`src/hdl/ppmfd_pkg.sv`:
```
// ----------------------------------------------------------------------------
// PPM frame decoder package
// Shared constants, register map, and state types of the PPM frame decoder.
// ----------------------------------------------------------------------------
`default_nettype none

package ppmfd_pkg;

  localparam int unsigned MAX_CHANNELS = 20;
  localparam int unsigned IDX_W        = $clog2(MAX_CHANNELS);

  localparam int unsigned TIME_W  = 32;
  localparam int unsigned CNT_W   = 6;
  localparam int unsigned HOLD_W  = 4;
  localparam int unsigned BOUND_W = 16;
  localparam int unsigned CHIDX_W = 5;
  localparam int unsigned CHVAL_W = 12;
  localparam int unsigned FLEN_W  = 16;
  localparam int unsigned ADDR_W  = 5;
  localparam int unsigned DATA_W  = 32;

  localparam logic [CHVAL_W-1:0] CHAN_VAL_MAX = '1;

  localparam logic [BOUND_W-1:0] RST_MIN_PULSE = 16'd200;
  localparam logic [BOUND_W-1:0] RST_MAX_PULSE = 16'd600;
  localparam logic [BOUND_W-1:0] RST_MIN_CHAN  = 16'd800;
  localparam logic [BOUND_W-1:0] RST_MAX_CHAN  = 16'd2200;
  localparam logic [BOUND_W-1:0] RST_START_GAP = 16'd2300;
  localparam logic [CNT_W-1:0]   RST_MIN_CHCNT = 6'd5;
  localparam logic [HOLD_W-1:0]  RST_LOCK      = 4'd4;

  localparam logic [2:0] REG_MIN_PULSE = 3'd0;
  localparam logic [2:0] REG_MAX_PULSE = 3'd1;
  localparam logic [2:0] REG_MIN_CHAN  = 3'd2;
  localparam logic [2:0] REG_MAX_CHAN  = 3'd3;
  localparam logic [2:0] REG_START_GAP = 3'd4;
  localparam logic [2:0] REG_MIN_CHCNT = 3'd5;
  localparam logic [2:0] REG_LOCK      = 3'd6;

  typedef enum logic [1:0] {
    PH_UNSYNC,
    PH_ARM,
    PH_ACTIVE,
    PH_INACTIVE
  } phase_e;

  typedef enum logic [3:0] {
    ST_IDLE,
    ST_DIFF,
    ST_GAP,
    ST_PLO,
    ST_PHI,
    ST_FLEN,
    ST_IV,
    ST_CLO,
    ST_CHI,
    ST_ERR,
    ST_FRAME,
    ST_STATUS,
    ST_RD,
    ST_EMIT
  } state_e;

endpackage

`default_nettype wire

```
`src/hdl/ppmfd_ram.sv`:
```
// ----------------------------------------------------------------------------
// Generic RAM
// Single write port and one read port with registered read data.
// ----------------------------------------------------------------------------
`default_nettype none

module ppmfd_ram #(
  parameter int unsigned WIDTH = 12,
  parameter int unsigned DEPTH = 20
) (
  input  wire logic                     clk_i,
  input  wire logic                     we_i,
  input  wire logic [$clog2(DEPTH)-1:0] waddr_i,
  input  wire logic [WIDTH-1:0]         wdata_i,
  input  wire logic [$clog2(DEPTH)-1:0] raddr_i,
  output logic      [WIDTH-1:0]         rdata_o
);

  logic [WIDTH-1:0] mem_q [DEPTH];

  always_ff @(posedge clk_i) begin
    if (we_i) begin
      mem_q[waddr_i] <= wdata_i;
    end
    rdata_o <= mem_q[raddr_i];
  end

endmodule

`default_nettype wire

```
`src/hdl/ppmfd_sub.sv`:
```
// ----------------------------------------------------------------------------
// PPM frame decoder shared subtractor
// Wrapping 32-bit difference with borrow, used for gaps and bound compares.
// ----------------------------------------------------------------------------
`default_nettype none

module ppmfd_sub (
  input  wire logic [ppmfd_pkg::TIME_W-1:0] a_i,
  input  wire logic [ppmfd_pkg::TIME_W-1:0] b_i,
  output logic      [ppmfd_pkg::TIME_W-1:0] diff_o,
  output logic                              borrow_o
);
  import ppmfd_pkg::*;

  logic [TIME_W:0] full;

  assign full     = {1'b0, a_i} - {1'b0, b_i};
  assign diff_o   = full[TIME_W-1:0];
  assign borrow_o = full[TIME_W];

endmodule

`default_nettype wire

```
`src/hdl/ppm_frame_decoder_top.sv`:
```
// ----------------------------------------------------------------------------
// PPM frame decoder
// Decodes a pulse-position stream from edge capture times into channel values.
// ----------------------------------------------------------------------------
//  Channel   Direction  Handshake                      Payload
//  in        sink       in_valid_i / in_ready_o        edge_time_i
//  out       source     out_valid_o / out_ready_i      frame_ok_o .. last_o
//  cfg       APB slave  psel / penable / pready        paddr, pwdata, prdata
//
//  An edge is accepted in the idle state and then steps through states that
//  each do at most one subtract or compare in the shared subtractor, ending
//  with a load of the status transaction or, at a frame end, channel output.
//  A frame end emits its channels one at a time, each read from the RAM read port first.
//  Reset clears all control state; channel RAM contents are not cleared.
//  A stalled output holds the sequencer until the output register frees up.
// ----------------------------------------------------------------------------
`default_nettype none

module ppm_frame_decoder_top (
  input  wire logic                               clk_i,
  input  wire logic                               rst_ni,
  input  wire logic                               in_valid_i,
  output logic                                    in_ready_o,
  input  wire logic [ppmfd_pkg::TIME_W-1:0]       edge_time_i,
  output logic                                    out_valid_o,
  input  wire logic                               out_ready_i,
  output logic                                    frame_ok_o,
  output logic      [ppmfd_pkg::CHIDX_W-1:0]      channel_index_o,
  output logic      [ppmfd_pkg::CHVAL_W-1:0]      channel_value_o,
  output logic      [ppmfd_pkg::CNT_W-1:0]        decoded_channels_o,
  output logic      [ppmfd_pkg::FLEN_W-1:0]       frame_length_o,
  output logic                                    sync_lost_o,
  output logic                                    last_o,
  input  wire logic                               psel,
  input  wire logic                               penable,
  input  wire logic                               pwrite,
  input  wire logic [ppmfd_pkg::ADDR_W-1:0]       paddr,
  input  wire logic [ppmfd_pkg::DATA_W-1:0]       pwdata,
  output logic      [ppmfd_pkg::DATA_W-1:0]       prdata,
  output logic                                    pready
);
  import ppmfd_pkg::*;

  logic [BOUND_W-1:0] min_pulse_q, max_pulse_q, min_chan_q, max_chan_q, start_gap_q;
  logic [CNT_W-1:0]   min_chcnt_q;
  logic [HOLD_W-1:0]  lock_q;
  logic               cfg_wr;
  logic [2:0]         cfg_idx;

  assign pready  = 1'b1;
  assign cfg_wr  = psel && penable && pwrite;
  assign cfg_idx = paddr[ADDR_W-1:2];

  always_ff @(posedge clk_i or negedge rst_ni) begin
    if (!rst_ni) begin
      min_pulse_q <= RST_MIN_PULSE;
      max_pulse_q <= RST_MAX_PULSE;
      min_chan_q  <= RST_MIN_CHAN;
      max_chan_q  <= RST_MAX_CHAN;
      start_gap_q <= RST_START_GAP;
      min_chcnt_q <= RST_MIN_CHCNT;
      lock_q      <= RST_LOCK;
    end else if (cfg_wr) begin
      case (cfg_idx)
        REG_MIN_PULSE: min_pulse_q <= pwdata[BOUND_W-1:0];
        REG_MAX_PULSE: max_pulse_q <= pwdata[BOUND_W-1:0];
        REG_MIN_CHAN:  min_chan_q  <= pwdata[BOUND_W-1:0];
        REG_MAX_CHAN:  max_chan_q  <= pwdata[BOUND_W-1:0];
        REG_START_GAP: start_gap_q <= pwdata[BOUND_W-1:0];
        REG_MIN_CHCNT: min_chcnt_q <= pwdata[CNT_W-1:0];
        REG_LOCK:      lock_q      <= pwdata[HOLD_W-1:0];
        default: ;
      endcase
    end
  end

  always_comb begin
    case (cfg_idx)
      REG_MIN_PULSE: prdata = DATA_W'(min_pulse_q);
      REG_MAX_PULSE: prdata = DATA_W'(max_pulse_q);
      REG_MIN_CHAN:  prdata = DATA_W'(min_chan_q);
      REG_MAX_CHAN:  prdata = DATA_W'(max_chan_q);
      REG_START_GAP: prdata = DATA_W'(start_gap_q);
      REG_MIN_CHCNT: prdata = DATA_W'(min_chcnt_q);
      REG_LOCK:      prdata = DATA_W'(lock_q);
      default:       prdata = '0;
    endcase
  end

  state_e             state_q, state_d;
  phase_e             phase_q, phase_d;
  logic [TIME_W-1:0]  t_q, t_d, val_q, val_d;
  logic [TIME_W-1:0]  prev_edge_q, prev_edge_d, prev_mark_q, prev_mark_d;
  logic [TIME_W-1:0]  frame_start_q, frame_start_d;
  logic [CNT_W-1:0]   fill_q, fill_d, adopted_q, adopted_d, cand_q, cand_d;
  logic [CNT_W-1:0]   cnt_q, cnt_d;
  logic [HOLD_W-1:0]  hold_q, hold_d;
  logic [FLEN_W-1:0]  flen_q, flen_d;
  logic [IDX_W-1:0]   idx_q, idx_d;
  logic               lost_q, lost_d;

  logic               ov_q, ov_d, ok_q, ok_d, olost_q, olost_d, olast_q, olast_d;
  logic [CHIDX_W-1:0] oidx_q, oidx_d;
  logic [CHVAL_W-1:0] oval_q, oval_d;
  logic [CNT_W-1:0]   odec_q, odec_d;
  logic [FLEN_W-1:0]  oflen_q, oflen_d;

  logic [TIME_W-1:0]  sub_a, sub_b, sub_diff;
  logic               sub_borrow;
  logic               can_load, emit_last;
  logic               ram_we;
  logic [CHVAL_W-1:0] ram_wdata, ram_rdata;

  ppmfd_sub u_sub (
    .a_i      (sub_a),
    .b_i      (sub_b),
    .diff_o   (sub_diff),
    .borrow_o (sub_borrow)
  );

  ppmfd_ram #(
    .WIDTH (CHVAL_W),
    .DEPTH (MAX_CHANNELS)
  ) u_store (
    .clk_i   (clk_i),
    .we_i    (ram_we),
    .waddr_i (fill_q[IDX_W-1:0]),
    .wdata_i (ram_wdata),
    .raddr_i (idx_q),
    .rdata_o (ram_rdata)
  );

  assign ram_wdata = (val_q[TIME_W-1:CHVAL_W] != '0) ? CHAN_VAL_MAX : val_q[CHVAL_W-1:0];
  assign can_load  = !ov_q || out_ready_i;
  assign emit_last = (CNT_W'(idx_q) + CNT_W'(1)) == cnt_q;

  always_comb begin
    state_d       = state_q;
    phase_d       = phase_q;
    t_d           = t_q;
    val_d         = val_q;
    prev_edge_d   = prev_edge_q;
    prev_mark_d   = prev_mark_q;
    frame_start_d = frame_start_q;
    fill_d        = fill_q;
    adopted_d     = adopted_q;
    cand_d        = cand_q;
    cnt_d         = cnt_q;
    hold_d        = hold_q;
    flen_d        = flen_q;
    idx_d         = idx_q;
    lost_d        = lost_q;
    ov_d          = ov_q && !out_ready_i;
    ok_d          = ok_q;
    oidx_d        = oidx_q;
    oval_d        = oval_q;
    odec_d        = odec_q;
    oflen_d       = oflen_q;
    olost_d       = olost_q;
    olast_d       = olast_q;
    sub_a         = t_q;
    sub_b         = prev_edge_q;
    ram_we        = 1'b0;
    in_ready_o    = 1'b0;

    case (state_q)
      ST_IDLE: begin
        in_ready_o = 1'b1;
        if (in_valid_i) begin
          t_d     = edge_time_i;
          state_d = ST_DIFF;
        end
      end
      ST_DIFF: begin
        val_d   = sub_diff;
        lost_d  = 1'b0;
        state_d = ST_GAP;
      end
      ST_GAP: begin
        sub_a = val_q;
        sub_b = TIME_W'(start_gap_q);
        if (!sub_borrow) begin
          state_d = ST_FRAME;
        end else begin
          case (phase_q)
            PH_ARM, PH_INACTIVE: state_d = ST_PLO;
            PH_ACTIVE:           state_d = ST_IV;
            default: begin
              prev_edge_d = t_q;
              state_d     = ST_STATUS;
            end
          endcase
        end
      end
      ST_PLO: begin
        sub_a   = val_q;
        sub_b   = TIME_W'(min_pulse_q);
        state_d = sub_borrow ? ST_ERR : ST_PHI;
      end
      ST_PHI: begin
        sub_a = TIME_W'(max_pulse_q);
        sub_b = val_q;
        if (sub_borrow) begin
          state_d = ST_ERR;
        end else if (phase_q == PH_ARM) begin
          state_d = ST_FLEN;
        end else begin
          phase_d     = PH_ACTIVE;
          prev_edge_d = t_q;
          state_d     = ST_STATUS;
        end
      end
      ST_FLEN: begin
        sub_a         = prev_edge_q;
        sub_b         = frame_start_q;
        flen_d        = sub_diff[FLEN_W-1:0];
        prev_mark_d   = prev_edge_q;
        frame_start_d = prev_edge_q;
        phase_d       = PH_ACTIVE;
        prev_edge_d   = t_q;
        state_d       = ST_STATUS;
      end
      ST_IV: begin
        sub_a       = t_q;
        sub_b       = prev_mark_q;
        val_d       = sub_diff;
        prev_mark_d = t_q;
        state_d     = ST_CLO;
      end
      ST_CLO: begin
        sub_a   = val_q;
        sub_b   = TIME_W'(min_chan_q);
        state_d = sub_borrow ? ST_ERR : ST_CHI;
      end
      ST_CHI: begin
        sub_a = TIME_W'(max_chan_q);
        sub_b = val_q;
        if (sub_borrow) begin
          state_d = ST_ERR;
        end else begin
          if (fill_q < CNT_W'(MAX_CHANNELS)) begin
            ram_we = 1'b1;
            fill_d = fill_q + CNT_W'(1);
          end
          phase_d     = PH_INACTIVE;
          prev_edge_d = t_q;
          state_d     = ST_STATUS;
        end
      end
      ST_ERR: begin
        phase_d   = PH_UNSYNC;
        adopted_d = '0;
        lost_d    = 1'b1;
        state_d   = ST_STATUS;
      end
      ST_FRAME: begin
        cnt_d = '0;
        if (fill_q != adopted_q) begin
          if (cand_q != fill_q) begin
            cand_d = fill_q;
            hold_d = lock_q;
          end else if (hold_q != '0) begin
            hold_d = hold_q - HOLD_W'(1);
          end else begin
            adopted_d = cand_q;
            cand_d    = '0;
          end
        end else if (fill_q >= min_chcnt_q) begin
          cnt_d = fill_q;
        end
        idx_d       = '0;
        fill_d      = '0;
        phase_d     = PH_ARM;
        prev_edge_d = t_q;
        state_d     = (cnt_d != '0) ? ST_RD : ST_STATUS;
      end
      ST_STATUS: begin
        if (can_load) begin
          ov_d    = 1'b1;
          ok_d    = 1'b0;
          oidx_d  = '0;
          oval_d  = '0;
          odec_d  = adopted_q;
          oflen_d = flen_q;
          olost_d = lost_q;
          olast_d = 1'b1;
          state_d = ST_IDLE;
        end
      end
      ST_RD: begin
        state_d = ST_EMIT;
      end
      ST_EMIT: begin
        if (can_load) begin
          ov_d    = 1'b1;
          ok_d    = 1'b1;
          oidx_d  = CHIDX_W'(idx_q);
          oval_d  = ram_rdata;
          odec_d  = adopted_q;
          oflen_d = flen_q;
          olost_d = 1'b0;
          olast_d = emit_last;
          if (emit_last) begin
            state_d = ST_IDLE;
          end else begin
            idx_d   = idx_q + IDX_W'(1);
            state_d = ST_RD;
          end
        end
      end
      default: begin
        state_d = ST_IDLE;
      end
    endcase
  end

  always_ff @(posedge clk_i or negedge rst_ni) begin
    if (!rst_ni) begin
      state_q       <= ST_IDLE;
      phase_q       <= PH_UNSYNC;
      prev_edge_q   <= '0;
      prev_mark_q   <= '0;
      frame_start_q <= '0;
      fill_q        <= '0;
      adopted_q     <= '0;
      cand_q        <= '0;
      hold_q        <= '0;
      flen_q        <= '0;
      cnt_q         <= '0;
      idx_q         <= '0;
      ov_q          <= 1'b0;
    end else begin
      state_q       <= state_d;
      phase_q       <= phase_d;
      prev_edge_q   <= prev_edge_d;
      prev_mark_q   <= prev_mark_d;
      frame_start_q <= frame_start_d;
      fill_q        <= fill_d;
      adopted_q     <= adopted_d;
      cand_q        <= cand_d;
      hold_q        <= hold_d;
      flen_q        <= flen_d;
      cnt_q         <= cnt_d;
      idx_q         <= idx_d;
      ov_q          <= ov_d;
    end
  end

  always_ff @(posedge clk_i) begin
    t_q     <= t_d;
    val_q   <= val_d;
    lost_q  <= lost_d;
    ok_q    <= ok_d;
    oidx_q  <= oidx_d;
    oval_q  <= oval_d;
    odec_q  <= odec_d;
    oflen_q <= oflen_d;
    olost_q <= olost_d;
    olast_q <= olast_d;
  end

  assign out_valid_o        = ov_q;
  assign frame_ok_o         = ok_q;
  assign channel_index_o    = oidx_q;
  assign channel_value_o    = oval_q;
  assign decoded_channels_o = odec_q;
  assign frame_length_o     = oflen_q;
  assign sync_lost_o        = olost_q;
  assign last_o             = olast_q;

  a_status_is_last: assert property (@(posedge clk_i) disable iff (!rst_ni)
    (out_valid_o && !frame_ok_o) |-> last_o)
    else $error("Status transaction without last.");

  a_lost_clears_count: assert property (@(posedge clk_i) disable iff (!rst_ni)
    (out_valid_o && sync_lost_o) |-> (decoded_channels_o == '0))
    else $error("Sync loss reported with nonzero channel count.");

  a_busy_after_accept: assert property (@(posedge clk_i) disable iff (!rst_ni)
    (in_valid_i && in_ready_o) |=> !in_ready_o)
    else $error("Input accepted while an edge is in progress.");

  a_fill_bounded: assert property (@(posedge clk_i) disable iff (!rst_ni)
    fill_q <= CNT_W'(MAX_CHANNELS))
    else $error("Channel fill beyond store depth.");

endmodule

`default_nettype wire

```
`config.mk`:
```
export PLATFORM = sky130hd
export DESIGN_NAME = ppm_frame_decoder_top
export DESIGN_NICKNAME = d
export VERILOG_FILES = /design/src/hdl/ppmfd_pkg.sv /design/src/hdl/ppmfd_ram.sv /design/src/hdl/ppmfd_sub.sv /design/src/hdl/ppm_frame_decoder_top.sv
export SDC_FILE = /design/constraint.sdc
export NUM_CORES = 1
export LEC_CHECK = 0
export ABC_AREA = 0
export BUFFER_PORTS_ARGS = -buffer_cell sky130_fd_sc_hd__clkbuf_2
export CORE_UTILIZATION = 35
export CTS_CLUSTER_DIAMETER = 30
export DETAILED_ROUTE_END_ITERATION = 10
export PLACE_DENSITY = 0.61
export SYNTH_ARGS = -nofsm -noshare
export SYNTH_HDL_FRONTEND = slang
export SYNTH_SLANG_ARGS = --single-unit
```
`constraint.sdc`:
```
create_clock -name clk_i -period 4.9 [get_ports clk_i]
set_clock_uncertainty 0.15 [all_clocks]
set_input_delay 0.245 -clock clk_i [delete_from_list [all_inputs] [get_ports clk_i]]
set_output_delay 0.245 -clock clk_i [all_outputs]
set_load 0.01 [all_outputs]
```
[After elaboration in Yosys (flattened, before gate mapping)]
Memories as Yosys holds them, arrays and structs flattened. A register that Yosys moved wholly into a read port is not among the register bits.
Index checks and enable logic that the tools add are counted.
Storage, ports and cells
  bits in latches: 0
  memories: 1
  bits in registers: 349
  ROM bits: 0
  word-level logic and storage cells: 190
  input port bits: 76
  output and inout bits: 77
  RAM bits: 240
Memory list
  u_store.mem_q: words 20, bits a word 12, read ports 1, clocked after Yosys merged registers in 1, write ports 1, line ppmfd_ram.sv:19  | logic [WIDTH-1:0] mem_q [DEPTH];
Cells by class
  shifts and indexed selects: 0
  reductions and logical operators: 46
  $mul: 0
  divide/modulo/power cells: 0
  equal/unequal tests: 39
  muxes and demuxes: 67
  add/sub/neg operators: 5
  bitwise logic cells: 0
  magnitude comparators: 2
Operator list (number)
  $pmux W32 S4: 2
  $pmux W32 S6: 1
  $mux W32: 5
  $pmux W16 S7: 1
  $pmux W32 S2: 1
  $mux W6: 10
  $pmux W4 S13: 1
  $mux W4: 10
  $mux W12: 3
  $sub A32 B32 Y33: 1
  $ne A2 B2 Y1 const B: 13
  $eq A4 B4 Y1 const B: 6
  $pmux W12 S2: 1
  $pmux W6 S2: 2
  $mux W5: 4
  $pmux W5 S2: 2
  $reduce_bool A20 Y1: 1
  $reduce_and A2 Y1: 9
  $reduce_and A3 Y1: 6
  $eq A4 B3 Y1 const B: 4
  $reduce_bool A2 Y1: 7
  $mux W1: 13
  $ne A6 B6 Y1: 2
  $reduce_or A2 Y1: 6
  other kinds (31): 48

[Depth between registers and ports, before layout]
  depth in word-level cells: 8
  mapped depth: 21
  gate-level depth less buffers: 18

[Hierarchy]
Synthesis repeated with hierarchy kept, for this count alone.
Unflattened totals
  cell total of the unflattened synthesis: 2147
  area, all modules: 27681.5 um^2
Modules (own cells, without submodules)
  ppm_frame_decoder_top: area each 16134.2 um^2, seq. area each 9298.9 um^2, cells an instance 1381, instances 1
  ppmfd_ram: area each 9567.9 um^2, seq. area each 7447.1 um^2, cells an instance 465, instances 1
  ppmfd_sub: area each 1979.4 um^2, seq. area each 0.0 um^2, cells an instance 301, instances 1

[Worst setup path after synthesis]
Ideal clock, no wire load.
  path type: register to register
  from: reg state_q[1]
  to: mem u_store.mem_q[16][0] (enable)
  arrival: 4.843 ns
  library setup time: 0.412 ns
  stages on the path, launching flop included: 20
  required time: 4.338 ns
  buffers on the path: 5
  period minus slack after synthesis: 5.405 ns
  path slack: -0.505 ns
  cell sequence: dfrtp_1 -> buf_2 -> buf_1 -> nand2_1 -> nor3_1 -> clkbuf_1 -> a222oi_1 -> nand3_1 -> o21ai_0 -> ha_1 -> buf_2 -> o21ai_0 -> a21oi_1 -> a221oi_2 -> a21oi_2 -> o2111ai_2 -> nand2_1 -> clkbuf_1 -> nand2_1 -> nor4_1
Between the ends
  longest elaborated chain between the ends: 8
  elaborated cells between the ends (all ways): 16
  classes of those cells: 1 x add/sub; 7 x eq/ne; 6 x mux; 2 x reduce/logical
Ends and longest elaborated chain
  start: declaration: line ppm_frame_decoder_top.sv:90  | state_e state_q, state_d;
  start signal: assignment: line ppm_frame_decoder_top.sv:333  | state_q <= state_d;
  $eq A4 B2 Y1, or another cell as far along: line ppm_frame_decoder_top.sv:166  | case (state_q)
  $reduce_or A3 Y1 (no source line) or $reduce_or A2 Y1 (tied branches)
  $pmux W32 S4 or $pmux W32 S6 (tied branches): line ppm_frame_decoder_top.sv:166
  $sub A32 B32 Y33: line ppmfd_sub.sv:17  | assign full = {1'b0, a_i} - {1'b0, b_i};
  $mux W1: line ppm_frame_decoder_top.sv:238  | if (sub_borrow) begin
  $mux W1 *: line ppm_frame_decoder_top.sv:166
  $mux W1 *: line ppmfd_ram.sv:22  | if (we_i) begin
  $mux W1 (not written as such) *: line ppmfd_ram.sv:23  | mem_q[waddr_i] <= wdata_i;
  end: declaration: line ppmfd_ram.sv:19
Mark *: on every way between the ends. The rest lies on a longest branch, timed or not.

[Final worst setup path]
  from: reg state_q[3]
  to: mem u_store.mem_q[4][6] (enable)
Same word-level chain as after synthesis.

==> results.md <==
* Crit Path Max Fanout at 15
* Worst setup SP type: flop
* Fin crit share at 95.54%
* Final nets at 2431
* Initial antenna violation count at 3
* Root Driver: clkbuf_16
* Clock transition at the registers of the reported paths at 0.05 ns
* First-pass GRT wire length at 114300 µm
* Rows at 101
* Number of global-route vias before repair at 19120
* Number of cells on the critical path at 17
* Critical-path top delay cell: nor2_2
* Via total after detailed routing at 18670
* Async SR Flop Fraction at 40.27%
* Worst R2R Path Depth at 17
* Initial core utilization at 35.61%
* Clk buf depth at 3
* Yosys reg bits at 601
* Residual DRC count at 0
* Final Setup Violations at 0
* Layout area overhead at 28.31%
* # placed instances at 3168
* Critical R2R Launch: state_q[3]
* CP endpoint kind: flop
* Max Clk Rate at 0.2136 GHz
* Std-Cell Core Area at 76330 µm²
* NetSw at 9.056 mW
* Avg Inst Size Synth at 13.76 µm²
* Top cell by count, worst path: nand3_1
* Status: complete, no violations
* RSZ-0062 raised after global routing: true
* Global route overflow at 0
* Final WL at 74290 µm
* RD Place Congestion at 0.8934
* Max-Cap Viols at 0
* Die H at 280.7 µm
* Crit-path cells: nand2b_1 > buf_4 > nor2_4 > buf_12 > a222oi_1 > nand3_1 > o21ai_0 > ha_1 > nand3_1 > nor2_1 > nand3_1 > a21oi_2 > o2111ai_4 > nand2_2 > and3_1 > nand3b_1 > nor2_2
* EDFF count, synth at 347
* Hold endpoint: out_valid_o
* Reg2reg end: u_store.mem_q[4][6]
* Crit path DAT at 4.83 ns
* Yosys warning count at 0
* Sw Ratio at 35.22%
* Leak at 12.74 nW
* Clock tree from TritonCTS: yes
* Post-DP HPWL at 49950 µm
* Count of pins over their slew limit at 0
* Vias/cell at 5.426
* # IOs at 153
* Worst-Skew Late Latency at 0.68 ns
* Wire per inst at 21.60 µm
* Post-synth top flop: edfxtp_1
* Final core occ at 45.69%
* Clock power frac at 31.2%
* TritonCTS buffer count at 113
* Hold Fails Final Rpt at 0
* Ant diodes at 0
* Peak supply drop at 0.0005316 V
* Cells after Synth at 1976
* WP buf/inv at 2
* Ratio of cells with drive above 1 in the final layout at 31.87%
* Hold WC Path Type: in2reg
* Global-route total usage across every layer at 18.92%
* Post-synth cell types at 77
* Drt first pass iters at 8
* Pwr Total at 25.72 mW
* R2r setup slk at 0.22 ns
* Die Width at 280.7 µm
* Worst-margin pin slew at 1.200 ns
* Largest net degree at the start of global routing at 117
* CP max stage delay at 0.59 ns
* CTS HTree Levels at 3
* DRT antenna net count at 0
* CP Class: reg2reg
* IO buf count at 117
* Die footprint at 78780 µm²
* 1st-iter DRT viols at 1940
* Sequential area share after synthesis at 61.61%
* Hold_sp: out_ready_i
* Pwr dens at 737.4 nW/µm²
* Worst rel slew slack at 19.83%
* Hold depth at 3
* Fillers at 6723
* Final cell count without fillers at 3440
* Hold Slack at 0.06339 ns
* P_int at 16.66 mW
* Placed inst area at 30150 µm²
* Final instance area at 34880 µm²
* Setup ws final at 0.2188 ns
* Mapped Area at 27180 µm²
* Dpl ws at -0.05801 ns
* Flop pwr share at 29.1%
* Clock sink total at 601
* Critical Path RT at 5.05 ns
* Post-Route Setup TNS at 0 ns
* Logic pwr share at 39.7%
* Final min period at 4.681 ns
* Crit path max-delay family: simple AND/OR/NAND/NOR gates
## per-layer routing
layer | vias up | global-route usage [%] | routed length, µm | share of wire (%)
met3 | 161 | 3.924 | 5124 | 6.9
met4 | 0 | 6.697 | 2096 | 2.8
met5 | - | 0 | 0 | 0
met2 | 792 | 30.43 | 35570 | 48
li1 | 8281 | - | - | -
met1 | 9433 | 25.26 | 31500 | 42
## Yosys cell counts, types with 6 or more instances
master	count	share of area, %
o211ai_1	6	0.17
mux2_4	30	1.7
nor2_1	91	1.3
clkbuf_1	88	1.2
buf_4	18	0.50
buf_2	13	0.24
a21oi_1	43	0.79
a211oi_1	6	0.17
o21a_1	10	0.28
and2_1	24	0.55
or3_1	12	0.28
nor4_1	11	0.25
mux2i_1	17	0.63
xnor2_1	24	0.77
o21ai_1	11	0.20
a222oi_1	48	1.8
nand2b_1	19	0.44
nor2b_1	18	0.41
xor2_1	20	0.64
a22o_1	6	0.19
inv_1	34	0.47
dfxtp_1	12	0.88
edfxtp_1	347	38
o21ai_0	84	1.5
mux4_2	76	6.3
nor3_1	18	0.33
o22ai_1	8	0.18
buf_1	12	0.17
a22oi_1	29	0.80
dfstp_2	24	2.3
and3_1	23	0.53
mux2_2	109	4.5
ha_1	44	2.0
a41oi_1	15	0.48
nand4_1	8	0.18
nand2_1	207	2.9
o221ai_1	12	0.39
dfrtp_1	218	20
nand3_1	56	1.0
a31oi_1	6	0.14
a221o_1	32	1.2
a21o_1	25	0.69
## sequential cells by signal (all words and copies together), names as in the netlist, 16 cells and up
register,count
start_gap_q,16
min_chan_q,16
frame_start_q,32
u_store.mem_q,240
max_pulse_q,16
frame_length_o,16
val_q,32
prev_mark_q,32
max_chan_q,16
min_pulse_q,16
t_q,32
flen_q,16
prev_edge_q,32
## power groups by stage
stage                     combinational, mW  clock, mW  sequential [mW]
final                                  10.2       8.03             7.48
after global routing                   11.1       8.40             7.56
after CTS                              9.87       8.13             7.45
after detailed placement               9.74          0             7.53
after global placement                 9.63          0             7.50
after floorplan                        6.29          0             7.16
## worst reg2reg max path, cell delays in order (launching register included)
cell	delay (ns)
dfrtp_1	0.42
nand2b_1	0.28
buf_4	0.20
nor2_4	0.22
buf_12	0.20
a222oi_1	0.11
nand3_1	0.09
o21ai_0	0.20
ha_1	0.40
nand3_1	0.09
nor2_1	0.20
nand3_1	0.17
a21oi_2	0.26
o2111ai_4	0.21
nand2_2	0.13
and3_1	0.18
nand3b_1	0.20
nor2_2	0.59
## cell families (layout without fill, tap and decap cells)
| logic type | count (synthesis) | in the layout | share of synthesized area (%) |
|---|---|---|---|
| flip-flops | 601 | 601 | 61.61 |
| AO/OA/AOI/OAI | 375 | 375 | 10.17 |
| other | 2 | 17 | 0.02763 |
| multiplexers | 235 | 235 | 13.22 |
| adder cells (fa/ha/maj) | 45 | 45 | 2.099 |
| AND/OR/NAND/NOR | 505 | 505 | 8.705 |
| buffers and inverters | 169 | 588 | 2.753 |
| XOR/XNOR | 44 | 44 | 1.418 |
## final cells by class
class	instances	area, µm²	share of cell area, %
inverter	34	127.6	0.3659
clock inverter	92	1114	3.193
timing repair buffer	339	2771	7.946
sequential	601	16750	48.03
clock buffer	123	2917	8.363
multi-input combinational	1221	9906	28.40
tap	1030	1289	3.695
## cell usage in the layout, fill, tap and decap left out, drive strengths merged, types with 8 or more instances in the layout
cell	Yosys	final
xnor2	24	24
nand2	207	207
a22oi	29	29
mux2	142	142
nand3	57	57
a21o	26	26
a211oi	8	8
o21a	10	10
dfrtp	218	218
clkinv	0	46
mux4	76	76
buf	47	169
dlygate4sd3	0	52
xor2	20	20
nand4	8	8
ha	44	44
nand2b	20	20
dfxtp	12	12
a21oi	44	44
edfxtp	347	347
a41oi	15	15
clkbuf	88	241
clkinvlp	0	14
bufinv	0	17
nor2	91	91
a222oi	48	48
o22ai	8	8
and3	23	23
mux2i	17	17
o21ai	95	95
and2	25	25
or3	12	12
nor3	19	19
nor4	11	11
conb	2	17
nor2b	18	18
inv	34	49
dfstp	24	24
o221ai	12	12
a221o	32	32
## worst max path at each step
stage / startpoint / endpoint / slack [ns]
after floorplan: state_q[1] / u_store.mem_q[10][0] / -0.09
after global placement: state_q[2] / u_store.mem_q[6][11] / 0.1
after detailed placement: state_q[2] / u_store.mem_q[6][11] / -0.06
after CTS: state_q[2] / u_store.mem_q[6][6] / -0.05
after global routing: state_q[1] / u_store.mem_q[5][6] / -0.02
final: state_q[3] / u_store.mem_q[4][6] / 0.22
## timing repair
| action | 4_1_cts | 5_1_grt |
|---|---|---|
| gates cloned | 0 | 2 |
| endpoints found under the setup margin | 33 | 249 |
| pin swaps | 0 | 9 |
| endpoints found under the hold margin | 219 | 0 |
| gates resized for setup | 0 | 26 |
| hold buffers | 52 | 0 |
| buffers inserted | 0 | 3 |
Note: power is estimated with default switching activity, not from simulation.
